<file path="src/prce_pkg.sv">
`timescale 1ns / 1ps
// ----------------------------------------------------------------------------
// prce_pkg: shared types and constants of the raster command engine
// Screen, font and colormap geometry, bus access decode and the
// controller to datapath command and status structs.
// ----------------------------------------------------------------------------
package prce_pkg;

  localparam int SCREEN_WIDTH  = 1024;
  localparam int SCREEN_HEIGHT = 768;
  localparam int FONT_DEPTH    = 65536;
  localparam int MAP_COUNT     = 16;

  localparam int XW        = $clog2(SCREEN_WIDTH);
  localparam int YW        = $clog2(SCREEN_HEIGHT);
  localparam int PIX_DEPTH = SCREEN_WIDTH * SCREEN_HEIGHT;
  localparam int PIX_AW    = $clog2(PIX_DEPTH);
  localparam int FONT_AW   = $clog2(FONT_DEPTH);
  localparam int CT_DEPTH  = 16 * 4 * 256;
  localparam int CT_AW     = $clog2(CT_DEPTH);
  localparam int CLR_LEN   = PIX_DEPTH;
  localparam int CLR_W     = $clog2(CLR_LEN);
  localparam int CW        = 17;  // signed coordinate width

  // buffer file entries
  localparam logic [4:0] BF_XS = 5'd3;
  localparam logic [4:0] BF_XE = 5'd4;
  localparam logic [4:0] BF_YS = 5'd5;
  localparam logic [4:0] BF_YE = 5'd6;
  localparam logic [4:0] BF_FA = 5'd7;

  // bus window offsets
  localparam logic [11:0] OFS_CTRL     = 12'h180;
  localparam logic [11:0] OFS_BUF_LO   = 12'h080;
  localparam logic [11:0] OFS_BUF_HI   = 12'h0c0;
  localparam logic [11:0] OFS_CMD      = 12'h200;
  localparam logic [12:0] OFS_CMAP_LO  = 13'h0200;
  localparam logic [12:0] OFS_CMAP_HI  = 13'h0800;
  localparam logic [12:0] OFS_FLAGS_HI = 13'h0002;

  // command codes
  localparam logic [10:0] CMD_CLO   = 11'h15;
  localparam logic [10:0] CMD_CHI   = 11'h14;
  localparam logic [10:0] CMD_ELO   = 11'h17;
  localparam logic [10:0] CMD_EHI   = 11'h16;
  localparam logic [10:0] CMD_FPTR  = 11'h03;
  localparam logic [10:0] CMD_FWR   = 11'h01;
  localparam logic [10:0] CMD_FILL  = 11'h0a;
  localparam logic [10:0] CMD_GLYPH = 11'h09;
  localparam logic [10:0] CMD_PLO   = 11'h1b;
  localparam logic [10:0] CMD_PHI   = 11'h1a;
  localparam logic [10:0] CMD_RPIXA = 11'h19;
  localparam logic [10:0] CMD_RPIXB = 11'h18;
  localparam logic [10:0] CMD_RFONT = 11'h00;

  typedef enum logic [4:0] {
    OP_NONE, OP_RD_LATCH, OP_RD_CTRL, OP_RD_PIX, OP_RD_FONT, OP_RD_CMAP,
    OP_RD_FLAGS, OP_WR_LATCH, OP_WR_CTRL, OP_WR_BUF, OP_WR_FLAGS,
    OP_WR_CMAP, OP_CLO, OP_CHI, OP_ELO, OP_EHI, OP_FPTR, OP_FWR,
    OP_FILL, OP_GLYPH, OP_PLO, OP_PHI
  } op_e;

  typedef struct packed {
    logic clr;
    logic acc;
    logic exec;
    logic resp;
    logic wk_rd;
    logic wk_wr;
    op_e  op;
  } ctl_t;

  typedef struct packed {
    logic clr_done;
    logic fill_empty;
    logic wk_last;
  } stat_t;

  function automatic op_e decode(input logic wr, input logic [13:0] offs);
    logic [11:0] o1;
    logic [12:0] o2;
    logic [10:0] code;
    op_e         op;
    o1   = offs[11:0];
    o2   = offs[12:0];
    code = o1[11:1] - OFS_CMD[11:1];
    op   = OP_NONE;
    if (offs[13:12] == 2'd0) begin
      if (offs[11:10] == 2'd2) op = wr ? OP_WR_LATCH : OP_RD_LATCH;
    end else if (offs[13:12] == 2'd1) begin
      if (o1 == OFS_CTRL) begin
        op = wr ? OP_WR_CTRL : OP_RD_CTRL;
      end else if (wr && o1 >= OFS_BUF_LO && o1 < OFS_BUF_HI) begin
        op = OP_WR_BUF;
      end else if (o1 >= OFS_CMD) begin
        if (wr) begin
          case (code)
            CMD_CLO:   op = OP_CLO;
            CMD_CHI:   op = OP_CHI;
            CMD_ELO:   op = OP_ELO;
            CMD_EHI:   op = OP_EHI;
            CMD_FPTR:  op = OP_FPTR;
            CMD_FWR:   op = OP_FWR;
            CMD_FILL:  op = OP_FILL;
            CMD_GLYPH: op = OP_GLYPH;
            CMD_PLO:   op = OP_PLO;
            CMD_PHI:   op = OP_PHI;
            default:   op = OP_NONE;
          endcase
        end else begin
          case (code)
            CMD_RPIXA, CMD_RPIXB: op = OP_RD_PIX;
            CMD_RFONT:            op = OP_RD_FONT;
            default:              op = OP_NONE;
          endcase
        end
      end
    end else begin
      if (wr) begin
        if (o2 < OFS_FLAGS_HI) op = OP_WR_FLAGS;
        else if (o2 >= OFS_CMAP_LO && o2 < OFS_CMAP_HI) op = OP_WR_CMAP;
      end else begin
        op = (o2 >= OFS_CMAP_LO && o2 < OFS_CMAP_HI) ? OP_RD_CMAP : OP_RD_FLAGS;
      end
    end
    return op;
  endfunction

endpackage

</file>
<file path="src/prce_ctrl.sv">
`timescale 1ns / 1ps
// ----------------------------------------------------------------------------
// prce_ctrl: sequencing controller
// Runs the clearing pass, accepts bus transactions, steps the datapath
// through execute, pixel walk and response, and holds the output valid.
// ----------------------------------------------------------------------------
module prce_ctrl (
  input  logic                 clk_i,
  input  logic                 rst_ni,
  input  logic                 in_valid_i,
  output logic                 in_ready_o,
  input  logic                 func_i,
  input  logic [13:0]          bus_offset_i,
  output logic                 out_valid_o,
  input  logic                 out_ready_i,
  input  prce_pkg::stat_t      stat_i,
  output prce_pkg::ctl_t       ctl_o
);
  import prce_pkg::*;

  typedef enum logic [2:0] {
    ST_CLEAR, ST_IDLE, ST_EXEC, ST_RESP, ST_WK_RD, ST_WK_WR
  } state_e;

  state_e state_q;
  op_e    op_q;
  logic   out_valid_q;
  logic   accept;
  logic   resp_go;

  assign in_ready_o  = (state_q == ST_IDLE);
  assign accept      = in_valid_i && in_ready_o;
  assign out_valid_o = out_valid_q;
  // the response waits until the output register is free
  assign resp_go     = (state_q == ST_RESP) && (!out_valid_q || out_ready_i);

  always_comb begin
    ctl_o       = '0;
    ctl_o.clr   = (state_q == ST_CLEAR);
    ctl_o.acc   = accept;
    ctl_o.exec  = (state_q == ST_EXEC);
    ctl_o.resp  = resp_go;
    ctl_o.wk_rd = (state_q == ST_WK_RD);
    ctl_o.wk_wr = (state_q == ST_WK_WR);
    ctl_o.op    = op_q;
  end

  always_ff @(posedge clk_i or negedge rst_ni) begin
    if (!rst_ni) begin
      state_q     <= ST_CLEAR;
      op_q        <= OP_NONE;
      out_valid_q <= 1'b0;
    end else begin
      if (resp_go) begin
        out_valid_q <= 1'b1;
      end else if (out_valid_q && out_ready_i) begin
        out_valid_q <= 1'b0;
      end
      case (state_q)
        ST_CLEAR: begin
          if (stat_i.clr_done) state_q <= ST_IDLE;
        end
        ST_IDLE: begin
          if (accept) begin
            op_q    <= decode(func_i, bus_offset_i);
            state_q <= ST_EXEC;
          end
        end
        ST_EXEC: begin
          if (op_q == OP_GLYPH || (op_q == OP_FILL && !stat_i.fill_empty)) begin
            state_q <= ST_WK_RD;
          end else begin
            state_q <= ST_RESP;
          end
        end
        ST_WK_RD: state_q <= ST_WK_WR;
        ST_WK_WR: begin
          state_q <= stat_i.wk_last ? ST_RESP : ST_WK_RD;
        end
        ST_RESP: begin
          if (resp_go) state_q <= ST_IDLE;
        end
        default: state_q <= ST_IDLE;
      endcase
    end
  end

endmodule

</file>
<file path="config.mk">
export PLATFORM = sky130hd
export DESIGN_NAME = prce_ctrl
export DESIGN_NICKNAME = d
export VERILOG_FILES = /design/src/prce_pkg.sv /design/src/prce_ctrl.sv
export SDC_FILE = /design/constraint.sdc
export NUM_CORES = 1
export LEC_CHECK = 0
export ABC_CLOCK_PERIOD_IN_PS = 1990
export BUFFER_PORTS_ARGS = -buffer_cell sky130_fd_sc_hd__buf_2
export CAP_MARGIN = 40
export CORE_MARGIN = 2
export CORE_UTILIZATION = 38
export DETAILED_ROUTE_END_ITERATION = 8
export PLACE_DENSITY = 0.67
export SYNTH_ARGS = -nofsm -noshare
export SYNTH_HDL_FRONTEND = slang
export SYNTH_SLANG_ARGS = --single-unit
</file>
<file path="constraint.sdc">
create_clock -name clk_i -period 1.99 [get_ports clk_i]
set_clock_uncertainty 0.05 [all_clocks]
set_input_delay 0.597 -clock clk_i [delete_from_list [all_inputs] [get_ports clk_i]]
set_output_delay 0.597 -clock clk_i [all_outputs]
set_load 0.02 [all_outputs]
</file>
==> results.yml, run 1 <==
status:
  status: "completed"
yosys:
  avgSynthCellArea_um2: 7.90
  synth_seq_area_share_pct: 21.3
  synth_nets: 163
  yosys.area.top_type: "dfrtp_1"
  ys.flop_type: "dfrtp_1"
  yosys_warnings: 0
  syn_area_um2: 1060
  yosys_register_bits: 9
  synth_cell_types: 47
  synth.area.top_cells: "dfrtp_1 21%, ha_1 8.3%, nor2_1 5.7%"
  netlist_instances: 134
  synth_edf_count: 0
  async_flop_share_pct: 100
  synth.top_cell.area_share_pct: 21.3
sta:
  drv_slew: 0
  fin_crit_ps: 1930
  whs_ps: 122
  hold_viol: 0
  max_freq_ghz: 0.518
  finalSetupViolations: 0
  worstMarginPinSlew_ps: 438
  relSlewSlack_pct: 70.7
  period_share_pct: 97.0
clock_tree:
  cts-root-buf: "clkbuf_4"
  clock_latency_ps: 260
  cts_tree: "built"
  clk_pin_slew_ps: 60
  cts_hold_buf: 0
  cts_sinks: 9
  clock_path_buffers: 2
  h-tree-depth: 1
  cts_buffers: 3
worst_setup_path:
  required_ps: 1340
  path_buf_inv: 2
  max_stage_delay_ps: 490
  cpLargestDelayFamily: "flip-flops"
  arrival_ps: 1280
  path_cells: "nor3b_4, nand2_1, inv_2, buf_4"
  cp_slowest_cell: "dfrtp_2"
  start_kind: "register"
  crit_fanout: 9
  critPathKind: "register to primary output"
  end_kind: "primary output"
min_path:
  min_path_type: "primary input to async pin"
grt:
  grt_usage_pct: 19.3
  gr-total-overflow: 0
  antenna_found_initial: 0
  grt_pass1_wl_um: 5070
  grt_pass1_vias: 1195
  grt_max_degree: 12
layout:
  syn_to_final_growth_pct: 50.2
  final_util_pct: 58.7
  nets: 222
  final_common_cell: "buf_2"
  layout_common_cells: "31 x buf_2, 28 x buf_4, 16 x nor2_1"
  drive_gt1_share_pct: 44.8
  fillCellCount: 263
  multi_input_area_um2: 873
  antenna_cells: 0
  seqCellArea_um2: 229
die:
  initial_utilization_pct: 39.1
  num_io_pins: 35
  coreArea_um2: 2710
  die_h_um: 56.8
  die_area_um2: 3220
  die_w_um: 56.8
  row_count: 19
route:
  drt_wl_total_um: 3100
  drt-pass1-iter-count: 4
  vias_per_cell: 5.42
  wl_per_cell_um: 13.9
  drc: 0
  drtAntennaViolNets: 0
  drtIter0Drc: 54
  vias: 1209
place:
  numPortBuffers: 34
  dp_hpwl_um: 2410
  routabilityCongestion: 0.872
power:
  peakVddDrop_mv: 0.636
  leakagePower_nw: 0.775
  power_density_nw_per_um2: 745
flow_run:
  drv_cap: 0
[synthesized netlist by cell type, drive strengths merged (2+ instances only)]
library cell	instances
a21o	2
a2111oi	2
nand2	5
nor4	2
a31oi	3
nand4b	2
and2	2
inv	14
nor2b	7
a22oi	2
clkbuf	2
and3b	2
buf	3
nor3	4
a211oi	2
nand2b	2
dfrtp	9
o21ai	4
ha	7
nor2	16
o2111ai	2
a22o	2
a21oi	9
nor3b	6
nand4	2
[power breakdown]
group | switching, W | total, W | internal [W] | leakage (nW)
clock network | 0.0000632 | 0.000140 | 0.0000772 | 0.0150
registers | 0.0000831 | 0.000341 | 0.000258 | 0.105
logic | 0.000387 | 0.000703 | 0.000316 | 0.655
total | 0.000533 | 0.00118 | 0.000652 | 0.775
[routing by layer]
layer / GRT usage [%] / routed length [um] / share of wire (%) / vias to the layer above
li1: - / - / - / 609
met4: 6.31 / 0 / 0 / 0
met2: 35.0 / 1630 / 53 / 28
met3: 1.38 / 101 / 3.3 / 0
met1: 23.9 / 1370 / 44 / 572
met5: 0 / 0 / 0 / -
[cell families (layout without fill, tap and decap cells)]
logic type / after synthesis / in the layout / share of synthesized area, %
xor gates and xnor gates: 1 / 1 / 0.828
AOI/OAI and AO/OA: 37 / 37 / 25.8
DFF: 9 / 9 / 21.3
adders and majority gates: 7 / 7 / 8.27
buffers and inverters: 19 / 77 / 7.80
muxes: 2 / 2 / 2.01
and+or+nand+nor: 59 / 59 / 34.0
[path summary, 6_finish.rpt]
path	start	end	slack, ps	cells after the start
hold reg to reg	op_q[4]	op_q[4]	510	2
hold / removal	rst_ni	op_q[1]	120	1
setup reg to reg	state_q[1]	op_q[1]	350	5
setup / recovery	state_q[1]	ctl_o[9]	60	4
min in group clk_i	op_q[4]	op_q[4]	510	2
max in group asynchronous	rst_ni	state_q[1]	1580	1
[worst register-to-register path: cells and delay by family, from the launching register on]
kind / cells / cell delay, ps
simple gates: 2 / 320
compound gates: 2 / 490
flops: 1 / 490
buf+inv: 1 / 170
[through the flow]
stage          worst slack (ps)  instance area [um^2]  power, W  instances  TNS, ps
6_report                   59.8                  1590   0.00118        223        0
5_1_grt                   -39.3                  1590   0.00127        223    -55.6
4_1_cts                    9.97                  1480   0.00113        219        0
3_5_place_dp               -324                  1430  0.000974        215    -1230
3_3_place_gp               -300                  1430  0.000955        215    -1220
2_1_floorplan             -27.8                  1100  0.000759        134    -27.8
[area by class of cell]
class	count	share of cell area [%]
well taps	31	2.44
multi-input cells	106	54.9
repair buffers	59	23.0
inverters	14	3.62
flip-flops and latches	9	14.4
clock buffers	4	1.65
[what timing repair did]
item | in CTS | in global routing
gates resized for setup | 6 | 17
buffers inserted | 0 | 4
pin swaps | 0 | 7
endpoints found under the setup margin | 4 | 6
[registers in the layout, indices dropped and copies added (netlist names)]
| signal | cells |
|---|---|
| op_q | 5 |
| out_valid_o | 1 |
| state_q | 3 |
(Power assumes the default switching activity.)
==> run 2, diff against run 1 <==
--- a/config.mk
+++ b/config.mk
@@ -9,9 +9,9 @@
 export BUFFER_PORTS_ARGS = -buffer_cell sky130_fd_sc_hd__buf_2
 export CAP_MARGIN = 40
 export CORE_MARGIN = 2
-export CORE_UTILIZATION = 38
+export CORE_UTILIZATION = 40
 export DETAILED_ROUTE_END_ITERATION = 8
-export PLACE_DENSITY = 0.67
+export PLACE_DENSITY = 0.7
 export SYNTH_ARGS = -nofsm -noshare
 export SYNTH_HDL_FRONTEND = slang
 export SYNTH_SLANG_ARGS = --single-unit
==> run 2 against run 1 <==
Compared with the run above: worst hold slack improved by 8.1 ps; flip-flop and latch count unchanged; count of clock-buffer cells in the layout did not move; global-route usage grew 0.53 points; first-iteration DRC count shrank 9.3%; via count grew 3.0%; setup slack worse by 41 ps; clock power is essentially flat; fmax fell by 2.1%; register-to-register slack is essentially flat.
==> results.yml, run 2 (synthesis results as in run 1) <==
status:
  status: "completed"
worst_setup_path:
  arrival_ps: 2100
  crit_fanout: 4
  path_cells: "buf_4, inv_1, ha_1, nand2_2, or4_4, nor4_4, o211ai_1, a21oi_1"
  path_buf_inv: 2
  start_kind: "primary input"
  crit_start: "bus_offset_i[9]"
  reg2reg_from: "state_q[2]"
  critPathKind: "primary input to register"
  cpLargestDelayFamily: "simple AND/OR/NAND/NOR gates"
  cp_slowest_cell: "or4_4"
  end_kind: "register"
  required_ps: 2120
  max_stage_delay_ps: 430
layout:
  finalInstanceArea_um2: 1630
  drive_gt1_share_pct: 45.6
  final_cells: 225
  final_common_cell: "buf_2"
  multi_input_area_um2: 893
  largest_reg_flops: 5
  layout_common_cells: "32 x buf_2, 29 x buf_4, 16 x nor2_1"
  nets: 225
  syn_to_final_growth_pct: 54.0
  top_register: "op_q"
  antenna_cells: 0
  fillCellCount: 226
  seqCellArea_um2: 229
power:
  power_density_nw_per_um2: 733
  power.total_w: 0.00120
  leakagePower_nw: 0.790
  peakVddDrop_mv: 0.638
  p_seq_share_pct: 28.8
  sw_frac_of_total_pct: 45.0
  pwr-share-comb_pct: 59.5
  power.share.clock_pct: 11.7
  p_int_w: 0.000657
  p_sw_w: 0.000538
die:
  num_io_pins: 35
  initial_utilization_pct: 42.3
  coreArea_um2: 2500
  die_h_um: 55.4
  row_count: 18
  die_area_um2: 3070
  die_w_um: 55.4
route:
  drc: 0
  drt_wl_total_um: 3190
  vias: 1245
  wl_per_cell_um: 14.2
  drtAntennaViolNets: 0
  drt-pass1-iter-count: 4
  drtIter0Drc: 49
  vias_per_cell: 5.53
clock_tree:
  cts_buffers: 3
  h-tree-depth: 1
  cts_sinks: 9
  cts_tree: "built"
  cts-root-buf: "clkbuf_4"
  clk_pin_slew_ps: 60
  clock_latency_ps: 260
  clock_path_buffers: 2
sta:
  drv_slew: 0
  fin_crit_ps: 1970
  hold_viol: 0
  finalSetupViolations: 0
  period_share_pct: 99.0
  worstMarginPinSlew_ps: 385
  rsz0062_at_grt: "yes"
  max_freq_ghz: 0.507
  setup_tns_ps: 0
  relSlewSlack_pct: 74.3
  fin_ws_ps: 19.2
min_path:
  min_path_type: "primary input to async pin"
grt:
  grt_max_degree: 10
  grt_pass1_vias: 1234
  antenna_found_initial: 0
  grt_usage_pct: 19.8
  gr-total-overflow: 0
  grt_pass1_wl_um: 5180
place:
  post-place-ws_ps: -345
  placed_cell_area_um2: 1460
  dp_hpwl_um: 2440
  numPortBuffers: 34
  routabilityCongestion: 0.929
  dp.cells: 218
flow_run:
  drv_cap: 0
run 2: worst paths after layout:
| check | end | slack, ps | cells past startpoint |
|---|---|---|---|
| setup / recovery | op_q[2] | 20 | 8 |
| hold / removal | state_q[1] | 130 | 1 |
| setup reg to reg | op_q[1] | 350 | 5 |
| hold reg to reg | op_q[4] | 480 | 2 |
| max in group asynchronous | state_q[0] | 1560 | 1 |
| min in group clk_i | op_q[4] | 480 | 2 |
run 2: power groups by stage:
stage	logic, W	registers (W)	clock network [W]
after floorplan	0.000397	0.000362	0
after global placement	0.000638	0.000335	0
after detailed placement	0.000651	0.000342	0
after CTS	0.000656	0.000342	0.000146
after global routing	0.000778	0.000355	0.000154
final	0.000711	0.000345	0.000140
run 2: timing repair:
item | in CTS | in global routing
resized for setup | 3 | 21
hold buffers | 0 | 0
setup endpoints to repair | 3 | 8
pin swaps | 0 | 11
buffers inserted | 0 | 3
run 2: routing by layer:
layer	global-route usage [%]	part of all wire, %
met3	2.11	2.4
met4	5.92	0.91
met1	23.3	40
met5	0	0
met2	37.2	56
run 2: final cells by class:
class | instances | share of cell area [%]
Tap cell | 30 | 2.30
Sequential cell | 9 | 14.0
Inverter | 14 | 3.38
Clock buffer | 4 | 1.61
Multi-Input combinational cell | 106 | 54.8
Timing Repair Buffer | 62 | 23.9
run 2: through the flow:
step                hold slack, ps  utilization, %
CTS                            130            60.0
global route                   140            65.2
global placement               405            58.5
finish                         130            65.2
detailed placement             413            58.5
floorplan                      251               -
==> run 3, diff against run 2 <==
--- a/config.mk
+++ b/config.mk
@@ -5,12 +5,14 @@
 export SDC_FILE = /design/constraint.sdc
 export NUM_CORES = 1
 export LEC_CHECK = 0
+export ABC_AREA = 1
 export ABC_CLOCK_PERIOD_IN_PS = 1990
 export BUFFER_PORTS_ARGS = -buffer_cell sky130_fd_sc_hd__buf_2
-export CAP_MARGIN = 40
+export CAP_MARGIN = 15
 export CORE_MARGIN = 2
 export CORE_UTILIZATION = 40
 export DETAILED_ROUTE_END_ITERATION = 8
+export MAX_ROUTING_LAYER = met4
 export PLACE_DENSITY = 0.7
 export SYNTH_ARGS = -nofsm -noshare
 export SYNTH_HDL_FRONTEND = slang
==> run 3 against run 2 <==
Compared with the run above: wire length down 22%; first-iteration DRC count decreased by 14%; critical path depth decreased by 3; cell count rose by 10%; setup slack improved by 56 ps; core utilization decreased by 12 points; critical endpoint is now ctl_o[7].
==> results.yml, run 3 <==
die:
  die_w_um: 55.4
  initial_utilization_pct: 42.6
  coreArea_um2: 2480
  row_count: 18
  die_h_um: 55.4
  num_io_pins: 35
  die_area_um2: 3060
worst_setup_path:
  worstRegToRegCells: 5
  start_kind: "register"
  cp_slowest_cell: "dfrtp_2"
  required_ps: 1340
  crit_start: "state_q[1]"
  crit_fanout: 4
  rr_endpoint: "op_q[2]"
  arrival_ps: 1270
  end_kind: "primary output"
  timing.reg2reg.setup_slack_ps: 540
  critPathKind: "register to primary output"
  cp_common_cell: "inv_1"
  crit_end: "ctl_o[7]"
  path_cells: "inv_1, nor3_1, inv_1, nor2_1, buf_4"
  reg2reg_from: "state_q[2]"
  max_stage_delay_ps: 400
place:
  routabilityCongestion: 0.873
  dp_hpwl_um: 2140
  dp.cells: 244
  numPortBuffers: 34
layout:
  final_common_cell: "nand2_1"
  fillCellCount: 284
  final_cells: 248
  multi_input_area_um2: 708
  layout_common_cells: "40 x nand2_1, 37 x nor2_1, 32 x buf_2"
  syn_to_final_growth_pct: 25.3
  nets: 248
  antenna_cells: 0
  drive_gt1_share_pct: 25.2
  seqCellArea_um2: 228
  largest_reg_flops: 5
  top_register: "op_q"
route:
  drt_wl_total_um: 2490
  drtIter0Drc: 42
  drt-pass1-iter-count: 4
  drtAntennaViolNets: 0
  vias_per_cell: 4.84
  drc: 0
  vias: 1200
  wl_per_cell_um: 10.0
yosys:
  yosys_warnings: 0
  netlist_instances: 177
  synth_nets: 206
  yosys.area.top_type: "dfrtp_1"
  synth_edf_count: 0
  yosys_register_bits: 9
  synth_cell_types: 30
  synth_most_common_cell: "nand2_1"
  ys.flop_type: "dfrtp_1"
  synth.top_cell.area_share_pct: 21.4
  synth_seq_area_share_pct: 21.4
  async_flop_share_pct: 100
  avgSynthCellArea_um2: 5.96
  syn_area_um2: 1050
  ys_top_cells_by_count: "40 x nand2_1, 38 x nor2_1, 27 x inv_1"
  synth.area.top_cells: "dfrtp_1 21%, nand2_1 14%, nor2_1 14%"
sta:
  finalSetupViolations: 0
  fin_crit_ps: 1920
  period_share_pct: 96.2
  drv_slew: 0
  hold_viol: 0
  rsz0062_at_grt: "yes"
  whs_ps: 125
  max_freq_ghz: 0.522
  worstMarginPinSlew_ps: 382
  relSlewSlack_pct: 74.5
clock_tree:
  h-tree-depth: 1
  cts_sinks: 9
  cts_resized: 0
  clock_path_buffers: 2
  post_cts_buffers: 0
  cts_tree: "built"
  clk_pin_slew_ps: 60
  clock_latency_ps: 260
  cts_hold_buf: 0
  cts_buffers: 3
  cts-root-buf: "clkbuf_4"
grt:
  grt_usage_pct: 18.3
  gr-total-overflow: 0
  grt_pass1_vias: 1078
  grt_max_degree: 11
  grt_pass1_wl_um: 4490
  antenna_found_initial: 0
power:
  p_seq_share_pct: 28.6
  leakagePower_nw: 0.711
  peakVddDrop_mv: 0.683
  p_int_w: 0.000575
  power.share.clock_pct: 12.6
  power.total_w: 0.00110
  sw_frac_of_total_pct: 47.9
  pwr-share-comb_pct: 58.8
  power_density_nw_per_um2: 835
  p_sw_w: 0.000529
status:
  status: "completed"
flow_run:
  drv_cap: 0
min_path:
  min_path_type: "primary input to async pin"
-- run 3: layer usage --
metal / track usage (%) / vias to the layer above / wire length, um
met4: 7.32 / 0 / 25
met5: - / - / 0
met3: 2.34 / 3 / 117
li1: - / 646 / -
met2: 29.3 / 35 / 1160
met1: 23.4 / 516 / 1190
-- run 3: worst max-delay path: cells and delay by family (launching register included) --
| family | cells | cell delay [ps] |
|---|---|---|
| buf+inv | 3 | 320 |
| flops | 1 | 400 |
| simple gates | 2 | 270 |
-- run 3: final cells by class --
class | instances | share of cell area (%)
Clock buffer | 4 | 1.99
Multi-Input combinational cell | 137 | 53.6
Tap cell | 30 | 2.84
Inverter | 29 | 8.24
Timing Repair Buffer | 39 | 16.1
Sequential cell | 9 | 17.2
-- run 3: worst min-delay path by stage --
stage | from | endpoint | depth (start not counted) | slack, ps
global placement | rst_ni | state_q[1] | 1 | 410
floorplan | rst_ni | op_q[0] | 0 | 250
CTS | rst_ni | state_q[1] | 1 | 120
finish | rst_ni | state_q[1] | 1 | 130
detailed placement | rst_ni | state_q[1] | 1 | 410
global route | rst_ni | op_q[4] | 1 | 130
-- run 3: kinds of logic after synthesis --
| logic type | count (synthesis) | synth area share, % |
|---|---|---|
| AND/OR/NAND/NOR | 111 | 46.5 |
| flip-flops | 9 | 21.4 |
| adder cells (fa/ha/maj) | 7 | 8.30 |
| buffers and inverters | 31 | 11.7 |
| AO/OA/AOI/OAI | 18 | 11.3 |
| XOR/XNOR | 1 | 0.831 |
-- run 3: power by group through the flow --
stage	clock network (W)	registers [W]	logic, W
finish	0.000139	0.000316	0.000649
global route	0.000154	0.000325	0.000728
CTS	0.000144	0.000313	0.000645
detailed placement	0	0.000316	0.000642
global placement	0	0.000315	0.000636
floorplan	0	0.000369	0.000375
-- run 3: per-stage QoR --
| stage | setup TNS [ps] | setup slack [ps] | util [%] | cell area [um^2] |
|---|---|---|---|---|
| after floorplan | 0 | 99.4 | - | 1050 |
| after global placement | 0 | 46.6 | 51.9 | 1280 |
| after global routing | -65.3 | -43.9 | 53.3 | 1320 |
| after detailed placement | 0 | 11.8 | 51.9 | 1280 |
| final | 0 | 74.9 | 53.3 | 1320 |
| after CTS | 0 | 10.8 | 52.9 | 1310 |
